**src/numeric_type_saturating_cast_macros.svh**
```systemverilog
// Assertion macros used by the top-level RTL.
`ifndef NUMERIC_TYPE_SATURATING_CAST_MACROS_SVH
`define NUMERIC_TYPE_SATURATING_CAST_MACROS_SVH

// Antecedent in this cycle implies consequent in the next cycle.
`define NTSC_ASSERT_NEXT(lbl, ante, cons) \
  lbl: assert property (@(posedge clk_i) disable iff (!rst_ni) (ante) |=> (cons)) \
    else $error("ntsc assertion failed");

// Antecedent implies consequent in the same cycle.
`define NTSC_ASSERT_NOW(lbl, ante, cons) \
  lbl: assert property (@(posedge clk_i) disable iff (!rst_ni) (ante) |-> (cons)) \
    else $error("ntsc assertion failed");

`endif

```
**src/ntsc_pkg.sv**
```systemverilog
`timescale 1ns / 1ps
package ntsc_pkg;

  // Source type codes
  localparam logic [3:0] ST_DOUBLE  = 4'd0;
  localparam logic [3:0] ST_SINGLE  = 4'd1;
  localparam logic [3:0] ST_LOGICAL = 4'd2;
  localparam logic [3:0] ST_INT8    = 4'd3;
  localparam logic [3:0] ST_INT64   = 4'd6;
  localparam logic [3:0] ST_UINT8   = 4'd7;
  localparam logic [3:0] ST_UINT64  = 4'd10;
  localparam logic [3:0] ST_CHAR    = 4'd11;

  // Target type codes
  localparam logic [3:0] TT_DOUBLE  = 4'd0;
  localparam logic [3:0] TT_SINGLE  = 4'd1;
  localparam logic [3:0] TT_INT8    = 4'd2;
  localparam logic [3:0] TT_INT64   = 4'd5;
  localparam logic [3:0] TT_UINT8   = 4'd6;
  localparam logic [3:0] TT_UINT64  = 4'd9;

  // Integer width codes (8/16/32/64)
  localparam logic [1:0] W8  = 2'd0;
  localparam logic [1:0] W16 = 2'd1;
  localparam logic [1:0] W32 = 2'd2;
  localparam logic [1:0] W64 = 2'd3;

  // Decoded source: word is the masked raw element (same), final double bits
  // (direct) or an integer magnitude scaled by 2^k.
  typedef struct packed {
    logic              same;
    logic              direct;
    logic [3:0]        tt;
    logic              sign;
    logic signed [8:0] k;
    logic [63:0]       word;
  } dec_t;

  // Normalized: word has its leading one at bit 63, expo is biased.
  typedef struct packed {
    logic        same;
    logic        direct;
    logic [3:0]  tt;
    logic        sign;
    logic [10:0] expo;
    logic [63:0] word;
  } norm_t;

  // Double bits (or the passthrough element).
  typedef struct packed {
    logic        same;
    logic [3:0]  tt;
    logic [63:0] word;
  } dbl_t;

  function automatic logic [63:0] width_mask(input logic [1:0] w);
    logic [63:0] m;
    case (w)
      W8:      m = 64'h0000_0000_0000_00FF;
      W16:     m = 64'h0000_0000_0000_FFFF;
      W32:     m = 64'h0000_0000_FFFF_FFFF;
      default: m = 64'hFFFF_FFFF_FFFF_FFFF;
    endcase
    return m;
  endfunction

endpackage

```
**src/ntsc_decode.sv**
```systemverilog
`timescale 1ns / 1ps
module ntsc_decode import ntsc_pkg::*; (
  input  logic        clk_i,
  input  logic        rst_ni,
  input  logic        en_i,
  input  logic        valid_i,
  input  logic [3:0]  source_type_i,
  input  logic [63:0] source_bits_i,
  input  logic [3:0]  target_type_i,
  output logic        valid_o,
  output dec_t        dec_o
);

  logic        valid_q;
  dec_t        dec_d, dec_q;
  logic [63:0] m, x;
  logic [1:0]  w;
  logic        msb, same;
  logic [7:0]  fex;
  logic [22:0] fman;

  always_comb begin
    m    = 64'd0;
    x    = 64'd0;
    w    = W8;
    msb  = 1'b0;
    fex  = source_bits_i[30:23];
    fman = source_bits_i[22:0];
    same = ((target_type_i <= TT_SINGLE) && (source_type_i == target_type_i)) ||
           ((target_type_i >= TT_INT8) && (target_type_i <= TT_UINT64) &&
            (source_type_i == 4'(target_type_i + 4'd1)));
    dec_d        = '0;
    dec_d.tt     = target_type_i;
    dec_d.same   = same;
    if (source_type_i == ST_DOUBLE) begin
      dec_d.direct = 1'b1;
      dec_d.word   = source_bits_i;
    end else if (source_type_i == ST_SINGLE) begin
      dec_d.sign = source_bits_i[31];
      if (fex == 8'hFF) begin
        dec_d.direct = 1'b1;
        dec_d.word   = {source_bits_i[31], 11'h7FF, (fman != 23'd0), fman[21:0], 29'd0};
        dec_d.word[51] = dec_d.word[51] | fman[22];
      end else if (fex == 8'd0 && fman == 23'd0) begin
        dec_d.direct = 1'b1;
        dec_d.word   = {source_bits_i[31], 63'd0};
      end else if (fex == 8'd0) begin
        dec_d.word = {41'd0, fman};
        dec_d.k    = -9'sd149;
      end else begin
        dec_d.word = {40'd0, 1'b1, fman};
        dec_d.k    = $signed({1'b0, fex}) - 9'sd150;
      end
    end else if (source_type_i == ST_LOGICAL) begin
      dec_d.word = {63'd0, |source_bits_i[7:0]};
    end else if (source_type_i >= ST_INT8 && source_type_i <= ST_INT64) begin
      w   = 2'(source_type_i - ST_INT8);
      m   = width_mask(w);
      x   = source_bits_i & m;
      msb = |(x & ~(m >> 1));
      dec_d.sign = msb;
      dec_d.word = msb ? ((64'd0 - x) & m) : x;
    end else if (source_type_i >= ST_UINT8 && source_type_i <= ST_UINT64) begin
      w = 2'(source_type_i - ST_UINT8);
      dec_d.word = source_bits_i & width_mask(w);
    end else if (source_type_i == ST_CHAR) begin
      dec_d.word = {56'd0, source_bits_i[7:0]};
    end else begin
      dec_d.direct = 1'b1;
      dec_d.word   = 64'd0;
    end
    // zero integer magnitude: plain +0.0
    if (!dec_d.direct && dec_d.word == 64'd0) begin
      dec_d.direct = 1'b1;
    end
    // same-type passthrough keeps the masked raw element
    if (same) begin
      case (source_type_i)
        ST_DOUBLE: dec_d.word = source_bits_i;
        ST_SINGLE: dec_d.word = {32'd0, source_bits_i[31:0]};
        default: begin
          w = 2'(source_type_i - (source_type_i >= ST_UINT8 ? ST_UINT8 : ST_INT8));
          dec_d.word = source_bits_i & width_mask(w);
        end
      endcase
    end
  end

  always_ff @(posedge clk_i or negedge rst_ni) begin
    if (!rst_ni) begin
      valid_q <= 1'b0;
    end else if (en_i) begin
      valid_q <= valid_i;
    end
  end

  always_ff @(posedge clk_i) begin
    if (en_i) begin
      dec_q <= dec_d;
    end
  end

  assign valid_o = valid_q;
  assign dec_o   = dec_q;

endmodule

```
**src/ntsc_pack.sv**
```systemverilog
`timescale 1ns / 1ps
module ntsc_pack import ntsc_pkg::*; (
  input  logic  clk_i,
  input  logic  rst_ni,
  input  logic  en_i,
  input  logic  valid_i,
  input  dec_t  dec_i,
  output logic  valid_o,
  output dbl_t  dbl_o
);

  logic        nrm_valid_q, dbl_valid_q;
  norm_t       nrm_d, nrm_q;
  dbl_t        dbl_d, dbl_q;
  logic [5:0]  lz;
  logic [52:0] keep;
  logic        up;
  logic [53:0] sum;
  logic [10:0] expo;

  // Stage: leading-zero count and normalize
  always_comb begin
    lz = 6'd0;
    for (int i = 0; i < 64; i++) begin
      if (dec_i.word[i]) begin
        lz = 6'(63 - i);
      end
    end
    nrm_d.same   = dec_i.same;
    nrm_d.direct = dec_i.direct;
    nrm_d.tt     = dec_i.tt;
    nrm_d.sign   = dec_i.sign;
    nrm_d.expo   = 11'(11'd1086 + {{2{dec_i.k[8]}}, dec_i.k} - {5'd0, lz});
    nrm_d.word   = (dec_i.direct || dec_i.same) ? dec_i.word : (dec_i.word << lz);
  end

  // Stage: round to 53 bits, nearest even
  always_comb begin
    keep = nrm_q.word[63:11];
    up   = nrm_q.word[10] & ((|nrm_q.word[9:0]) | keep[0]);
    sum  = {1'b0, keep} + {53'd0, up};
    expo = nrm_q.expo + {10'd0, sum[53]};
    dbl_d.same = nrm_q.same;
    dbl_d.tt   = nrm_q.tt;
    if (nrm_q.direct || nrm_q.same) begin
      dbl_d.word = nrm_q.word;
    end else begin
      dbl_d.word = {nrm_q.sign, expo, sum[53] ? 52'd0 : sum[51:0]};
    end
  end

  always_ff @(posedge clk_i or negedge rst_ni) begin
    if (!rst_ni) begin
      nrm_valid_q <= 1'b0;
      dbl_valid_q <= 1'b0;
    end else if (en_i) begin
      nrm_valid_q <= valid_i;
      dbl_valid_q <= nrm_valid_q;
    end
  end

  always_ff @(posedge clk_i) begin
    if (en_i) begin
      nrm_q <= nrm_d;
      dbl_q <= dbl_d;
    end
  end

  assign valid_o = dbl_valid_q;
  assign dbl_o   = dbl_q;

endmodule

```
**src/ntsc_narrow.sv**
```systemverilog
`timescale 1ns / 1ps
module ntsc_narrow import ntsc_pkg::*; (
  input  logic        clk_i,
  input  logic        rst_ni,
  input  logic        en_i,
  input  logic        valid_i,
  input  dbl_t        dbl_i,
  output logic        valid_o,
  output logic [63:0] result_o
);

  logic        valid_q;
  logic [63:0] result_d, result_q;
  logic        s, nan, inf;
  logic [10:0] ex;
  logic [51:0] man;
  logic [63:0] sigx;
  // single target
  logic [5:0]  sh;
  logic [63:0] kp, rems;
  logic        g, stk, up;
  logic [24:0] keep2;
  logic [11:0] fe, fe_f;
  logic [31:0] sres;
  // integer targets
  logic        ovf;
  logic [63:0] mag, r, m, lim;
  logic [1:0]  w;
  logic [63:0] ires;

  always_comb begin
    s    = dbl_i.word[63];
    ex   = dbl_i.word[62:52];
    man  = dbl_i.word[51:0];
    nan  = (ex == 11'h7FF) && (man != 52'd0);
    inf  = (ex == 11'h7FF) && (man == 52'd0);
    sigx = {11'd0, 1'b1, man};

    // binary64 -> binary32, round to nearest even
    sh    = (ex >= 11'd897) ? 6'd29 : 6'(11'd926 - ex);
    kp    = sigx >> sh;
    rems  = sigx << (7'd64 - {1'b0, sh});
    g     = rems[63];
    stk   = |rems[62:0];
    up    = g & (stk | kp[0]);
    keep2 = kp[24:0] + {24'd0, up};
    fe    = {1'b0, ex} - 12'd896;
    fe_f  = fe + {11'd0, keep2[24]};
    if (ex == 11'h7FF) begin
      sres = inf ? {s, 8'hFF, 23'd0} : {s, 8'hFF, 1'b1, man[50:29]};
    end else if (ex < 11'd863) begin
      sres = {s, 31'd0};
    end else if (ex < 11'd897) begin
      sres = {s, 6'd0, keep2};
    end else if (fe_f >= 12'd255) begin
      sres = {s, 8'hFF, 23'd0};
    end else begin
      sres = {s, fe_f[7:0], keep2[22:0]};
    end

    // binary64 -> integer magnitude, half away from zero
    ovf = inf || (ex >= 11'd1087);
    r   = 64'd0;
    if (ex < 11'd1022) begin
      mag = 64'd0;
    end else if (ex >= 11'd1075) begin
      mag = sigx << 4'(ex - 11'd1075);
    end else begin
      r   = (sigx >> 6'(11'd1074 - ex)) + 64'd1;
      mag = r >> 1;
    end
    w   = 2'(dbl_i.tt - TT_INT8);
    m   = width_mask(w);
    lim = (m >> 1) + 64'd1;
    if (nan) begin
      ires = 64'd0;
    end else if (dbl_i.tt <= TT_INT64) begin
      if (s) begin
        ires = (ovf || mag > lim) ? lim : ((64'd0 - mag) & m);
      end else begin
        ires = (ovf || mag >= lim) ? (m >> 1) : mag;
      end
    end else begin
      if (s) begin
        ires = 64'd0;
      end else begin
        ires = (ovf || ((w != W64) && mag > m)) ? m : mag;
      end
    end

    if (dbl_i.same) begin
      result_d = dbl_i.word;
    end else if (dbl_i.tt == TT_DOUBLE) begin
      result_d = dbl_i.word;
    end else if (dbl_i.tt == TT_SINGLE) begin
      result_d = {32'd0, sres};
    end else if (dbl_i.tt <= TT_UINT64) begin
      result_d = ires;
    end else begin
      result_d = 64'd0;
    end
  end

  always_ff @(posedge clk_i or negedge rst_ni) begin
    if (!rst_ni) begin
      valid_q <= 1'b0;
    end else if (en_i) begin
      valid_q <= valid_i;
    end
  end

  always_ff @(posedge clk_i) begin
    if (en_i) begin
      result_q <= result_d;
    end
  end

  assign valid_o  = valid_q;
  assign result_o = result_q;

endmodule

```
**src/numeric_type_saturating_cast.sv**
```systemverilog
`timescale 1ns / 1ps
// Saturating numeric cast. One element per transfer in, one per transfer out;
// a new element is taken every cycle while the output side does not stall. The
// element is decoded and masked, normalized by a 64-bit leading-zero count and
// shift, rounded to an IEEE double (the result for double targets), and then
// narrowed in the last stage to single (nearest even) or to an integer (half
// away from zero, NaN to zero, saturating). Same-type casts pass the masked
// element through. The four stages move together; the input is stalled only
// while a finished result waits on a stalled output.
`include "numeric_type_saturating_cast_macros.svh"
module numeric_type_saturating_cast import ntsc_pkg::*; (
  input  logic        clk_i,
  input  logic        rst_ni,
  input  logic        in_valid_i,
  output logic        in_stall_o,
  input  logic [3:0]  source_type_i,
  input  logic [63:0] source_bits_i,
  input  logic [3:0]  target_type_i,
  output logic        out_valid_o,
  input  logic        out_stall_i,
  output logic [63:0] result_bits_o
);

  logic  adv;
  logic  dec_valid, dbl_valid;
  dec_t  dec;
  dbl_t  dbl;

  // whole pipe advances unless the result register is held
  assign adv        = !(out_valid_o && out_stall_i);
  assign in_stall_o = !adv;

  ntsc_decode u_decode (
    .clk_i         (clk_i),
    .rst_ni        (rst_ni),
    .en_i          (adv),
    .valid_i       (in_valid_i),
    .source_type_i (source_type_i),
    .source_bits_i (source_bits_i),
    .target_type_i (target_type_i),
    .valid_o       (dec_valid),
    .dec_o         (dec)
  );

  ntsc_pack u_pack (
    .clk_i   (clk_i),
    .rst_ni  (rst_ni),
    .en_i    (adv),
    .valid_i (dec_valid),
    .dec_i   (dec),
    .valid_o (dbl_valid),
    .dbl_o   (dbl)
  );

  ntsc_narrow u_narrow (
    .clk_i    (clk_i),
    .rst_ni   (rst_ni),
    .en_i     (adv),
    .valid_i  (dbl_valid),
    .dbl_i    (dbl),
    .valid_o  (out_valid_o),
    .result_o (result_bits_o)
  );

  // an input transfer always lands in the decode stage
  `NTSC_ASSERT_NEXT(a_in_lands, in_valid_i && !in_stall_o, dec_valid)
  // unknown target gives zero
  `NTSC_ASSERT_NEXT(a_unknown_tt, adv && dbl_valid && dbl.tt > TT_UINT64 && !dbl.same, result_bits_o == 64'd0)
  // same-type element reaches the output untouched
  `NTSC_ASSERT_NEXT(a_same_pass, adv && dbl_valid && dbl.same, result_bits_o == $past(dbl.word))
  // stall is only raised by a waiting result
  `NTSC_ASSERT_NOW(a_stall_cause, in_stall_o, out_valid_o)

endmodule
```
**config.mk**
```make
export PLATFORM = sky130hd
export DESIGN_NAME = numeric_type_saturating_cast
export DESIGN_NICKNAME = d
export VERILOG_FILES = /design/src/ntsc_pkg.sv /design/src/ntsc_decode.sv /design/src/ntsc_pack.sv /design/src/ntsc_narrow.sv /design/src/numeric_type_saturating_cast.sv
export VERILOG_INCLUDE_DIRS = /design/src /design/src/src
export SDC_FILE = /design/constraint.sdc
export NUM_CORES = 2
export LEC_CHECK = 0
export BUFFER_PORTS_ARGS = -buffer_cell sky130_fd_sc_hd__buf_2
export CAP_MARGIN = 0
export CORE_ASPECT_RATIO = 0.6
export CORE_UTILIZATION = 35
export CTS_CLUSTER_DIAMETER = 60
export DETAILED_ROUTE_END_ITERATION = 6
export PLACE_DENSITY = 0.54
export SLEW_MARGIN = 10
export SYNTH_ARGS = -nofsm -noshare
export SYNTH_HDL_FRONTEND = slang
export SYNTH_HIERARCHICAL = 1
export SYNTH_SLANG_ARGS = --single-unit
```
**constraint.sdc**
```tcl
create_clock -name clk_i -period 13.55 [get_ports clk_i]
set_input_delay 4.065 -clock clk_i [delete_from_list [all_inputs] [get_ports clk_i]]
set_output_delay 4.065 -clock clk_i [all_outputs]
set_load 0.05 [all_outputs]
```
==> summary.md <==
| Metric | Value |
|---|---|
| Post-DR wirelength/cell | `38.25 µm` |
| R2r setup slk | `1.11 ns` |
| Clk sinks | `roughly 300` |
| Slowest CP cell | `ha_4` |
| Slowest cell delay on critical path | `roughly 0.94 ns` |
| Synthesized area | `0.04376 mm²` |
| Cts-stage hold buffer count | `0` |
| Clock Path Buffers | `3` |
| Clk_lat worst skew | `between 0.6 and 0.7 ns` |
| Min Tclk post-route | `~12 ns` |
| Multi-input logic area | `roughly 0.032 mm²` |
| Post-route ant nets | `0` |
| Routability cong. | `about 1.2` |
| HP Class | `reg2reg` |
| End of the critical path | `u_narrow/result_o[38]` |
| Max cap viols | `3` |
| Failing checks | `DRC, capacitance limit, slew limit` |
| CP max FO | `60` |
| Crit start category | `flop` |
| First-pass GRT wire length | `approximately 380 mm` |
| Drt drc | `83` |
| Slew @ Worst Pin | `~1.6 ns` |
| Crit path launch | `u_pack/dbl_o[52]` |
| Total number of vias | `between 50,000 and 60,000` |
| Crit path capture type | `flop` |
| F_max | `0.08036 GHz` |
| Critical path's most frequent cell | `buf_4` |
| Worst path arrival time | `between 10 and 15 ns` |
| TNS Setup | `0 ns` |
| Dpl hpwl | `between 200 and 250 mm` |
| Reg2reg end | `u_narrow/result_o[38]` |
| Final hold viol count | `0` |
| Total CTS buffers | `41` |
| Vias in the first global route | `roughly 48,000` |
| #FFs+latches synth | `about 300` |
| Initial antenna violation count | `12` |
| Post-synthesis cell type count | `roughly 130` |
| Setup bufs post-CTS | `0` |
| Storage element area | `approximately 0.009 mm²` |
| Top cell type's share of synthesized area | `about 20%` |
| Rel. slew slack | `-4.420%` |
| DIE WIDTH | `458.5 µm` |
| Share of cells above drive strength 1 | `between 10% and 20%` |
| Worst Reg-to-Reg Cells | `32` |
| Area delta synth->final | `9.132%` |
| Die span in y | `around 280 µm` |
| Dominant cells by area after synthesis | `edfxtp_1 (20%), nand2_1 (5.7%), o21ai_0 (4.3%), nor2_1 (3.9%), mux2i_1 (3.8%)` |
| R2r startpoint | `u_pack/dbl_o[52]` |
| Initial Util | `between 30% and 40%` |
| Filler instances | `12,970` |
| Clock skew | `0.02130 ns` |
| DRT iter0 DRCs | `between 10,000 and 15,000` |
| Part of the cycle the worst path needs | `between 90 and 100%` |
| Final wirelength | `approximately 280 mm` |
| Avg Cell Area, Syn | `between 7 and 8 µm²` |
| # nets final | `~5,900` |
| Post_cts resized | `0` |
| Reg clk slew, reported paths | `about 0.060 ns` |
| First-pass iteration count of the detailed router | `7` |
| PnR worst setup slack | `between 1 and 1.5 ns` |
| Row cnt | `100` |
| Dominant synthesized flop cell | `edfxtp_1` |
| EDFF count, synth | `295` |
| I/O pin count | `~140` |
| WS Path Type | `reg2reg` |
| Register area share after synthesis | `20.47%` |
| Worst slack at placement | `approximately 2.1 ns` |
| Die area | `roughly 0.13 mm²` |
| H-tree levels | `2` |
| CTS tree | `yes` |
| Root buffer cell | `clkbuf_16` |
| Critical Path RT | `about 14 ns` |
| Cell count after synthesis | `roughly 5,700` |
| Hold Worst Slack | `0.4202 ns` |
| CORE AREA | `roughly 0.12 mm²` |
| RSZ-0062 raised after global routing | `false` |
| Total global-route track usage | `between 40 and 50%` |
| Synth warn | `6` |
| # port buffers | `between 100 and 150` |
| Commonest non-fill, non-tap cells in the layout | `nand2_1 (663), nor2_1 (445), o21ai_0 (374)` |
| Outcome | `finished with violations` |
| Post-synth ARST share | `around 1.3%` |
| Most common cell after layout, fill and taps aside | `nand2_1` |
| Gr ovfl total | `0` |
| Largest net degree at the start of global routing | `between 100 and 150` |
| Setup-failing EPs final | `0` |
| Yosys top cell by area | `edfxtp_1` |
| Slew Viols, Final | `14` |
| Via density per instance | `7.501` |
## registers in the layout, summed over array words and instances (netlist names)
register / count
u_pack/valid_o: 1
u_pack/nrm_valid_q: 1
u_decode/valid_o: 1
u_pack/dbl_d: 5
u_decode/dec_o: 80
u_narrow/valid_o: 1
u_pack/nrm_q: 24
u_pack/keep: 53
u_narrow/result_o: 64
u_pack/dbl_o: 69
## Yosys cell counts (29+ instances only)
| library cell | count |
|---|---|
| or4_1 | 41 |
| a22o_1 | 48 |
| mux2_2 | 99 |
| o221ai_1 | 55 |
| a221oi_1 | 43 |
| a211oi_1 | 99 |
| xnor2_1 | 91 |
| clkbuf_1 | 351 |
| nand4_1 | 124 |
| o22ai_1 | 74 |
| nor4_1 | 89 |
| and2_1 | 64 |
| and3_1 | 85 |
| buf_1 | 45 |
| a31oi_1 | 99 |
| inv_1 | 129 |
| a22oi_1 | 53 |
| o31ai_1 | 90 |
| nand3_1 | 303 |
| a21o_1 | 78 |
| o21ai_0 | 377 |
| nor3_1 | 170 |
| mux2i_1 | 168 |
| nor2_1 | 452 |
| edfxtp_1 | 295 |
| mux4_2 | 69 |
| nand2_1 | 664 |
| nand2b_1 | 32 |
| or3_1 | 38 |
| xor2_1 | 73 |
| ha_1 | 132 |
| buf_2 | 79 |
| o2111ai_1 | 30 |
| a221o_1 | 29 |
| o211ai_1 | 107 |
| o21a_1 | 30 |
| a21oi_1 | 313 |
## layer usage
metal | track usage [%] | routed length [µm] | vias to the layer above
li1 | - | - | 22190
met1 | 62.10 | 123200 | 27280
met4 | 5.970 | 5255 | 41
met5 | 11.83 | 2276 | -
met2 | 41.88 | 83560 | 5408
met3 | 36.93 | 68470 | 530
## cells by family (layout without fill, tap and decap cells)
group | Yosys count | after routing | synth area share [%]
flops | 299 | 299 | 20.47
buf+inv | 662 | 589 | 6.585
other cells | 1 | 43 | 0.008570
fa+ha+maj | 133 | 133 | 3.820
compound gates | 1914 | 1914 | 30.49
xor+xnor | 168 | 168 | 3.483
mux | 338 | 338 | 9.993
simple gates | 2226 | 2226 | 25.15
## worst min path at each step
stage | startpoint | end | slack [ns] | cells past startpoint
floorplan | u_decode/dec_o[74] | u_pack/dbl_d[64] | 0.40 | 0
global placement | u_decode/dec_o[73] | u_pack/nrm_q[75] | 0.40 | 0
detailed placement | u_pack/dbl_d[67] | u_pack/dbl_o[67] | 0.41 | 0
CTS | u_decode/dec_o[74] | u_pack/dbl_d[64] | 0.42 | 0
global route | u_pack/dbl_d[64] | u_pack/dbl_o[64] | 0.43 | 0
finish | u_decode/dec_o[74] | u_pack/dbl_d[64] | 0.42 | 0
## critical path: cells and delay by family (launching register included)
kind                       cells  cell delay [ns]
AOI/OAI and AO/OA              8             3.04
adders and majority gates      3             1.49
buffers and inverters          8             2.04
DFF                            1             0.82
muxes                          4             1.26
and+or+nand+nor                9             3.44
## through the flow
stage | instances | util, % | cell area (µm²)
floorplan | 5773 | - | 43880
global placement | 7307 | 37.38 | 46350
detailed placement | 7307 | 37.38 | 46350
CTS | 7382 | 38.48 | 47710
global route | 7385 | 38.50 | 47740
finish | 7393 | 38.51 | 47760
## cell type report
type	count	share of cell area [%]
repair buffers	374	5.219
multi-input cells	4812	67.60
clock inverters	30	0.6681
diodes	10	0.05240
inverters	140	1.111
clock buffers	45	2.180
flip-flops and latches	299	18.76
well taps	1683	4.409
Power is not shown: default switching activity piles up to over one toggle a cycle in this logic, so the estimate is an artifact.
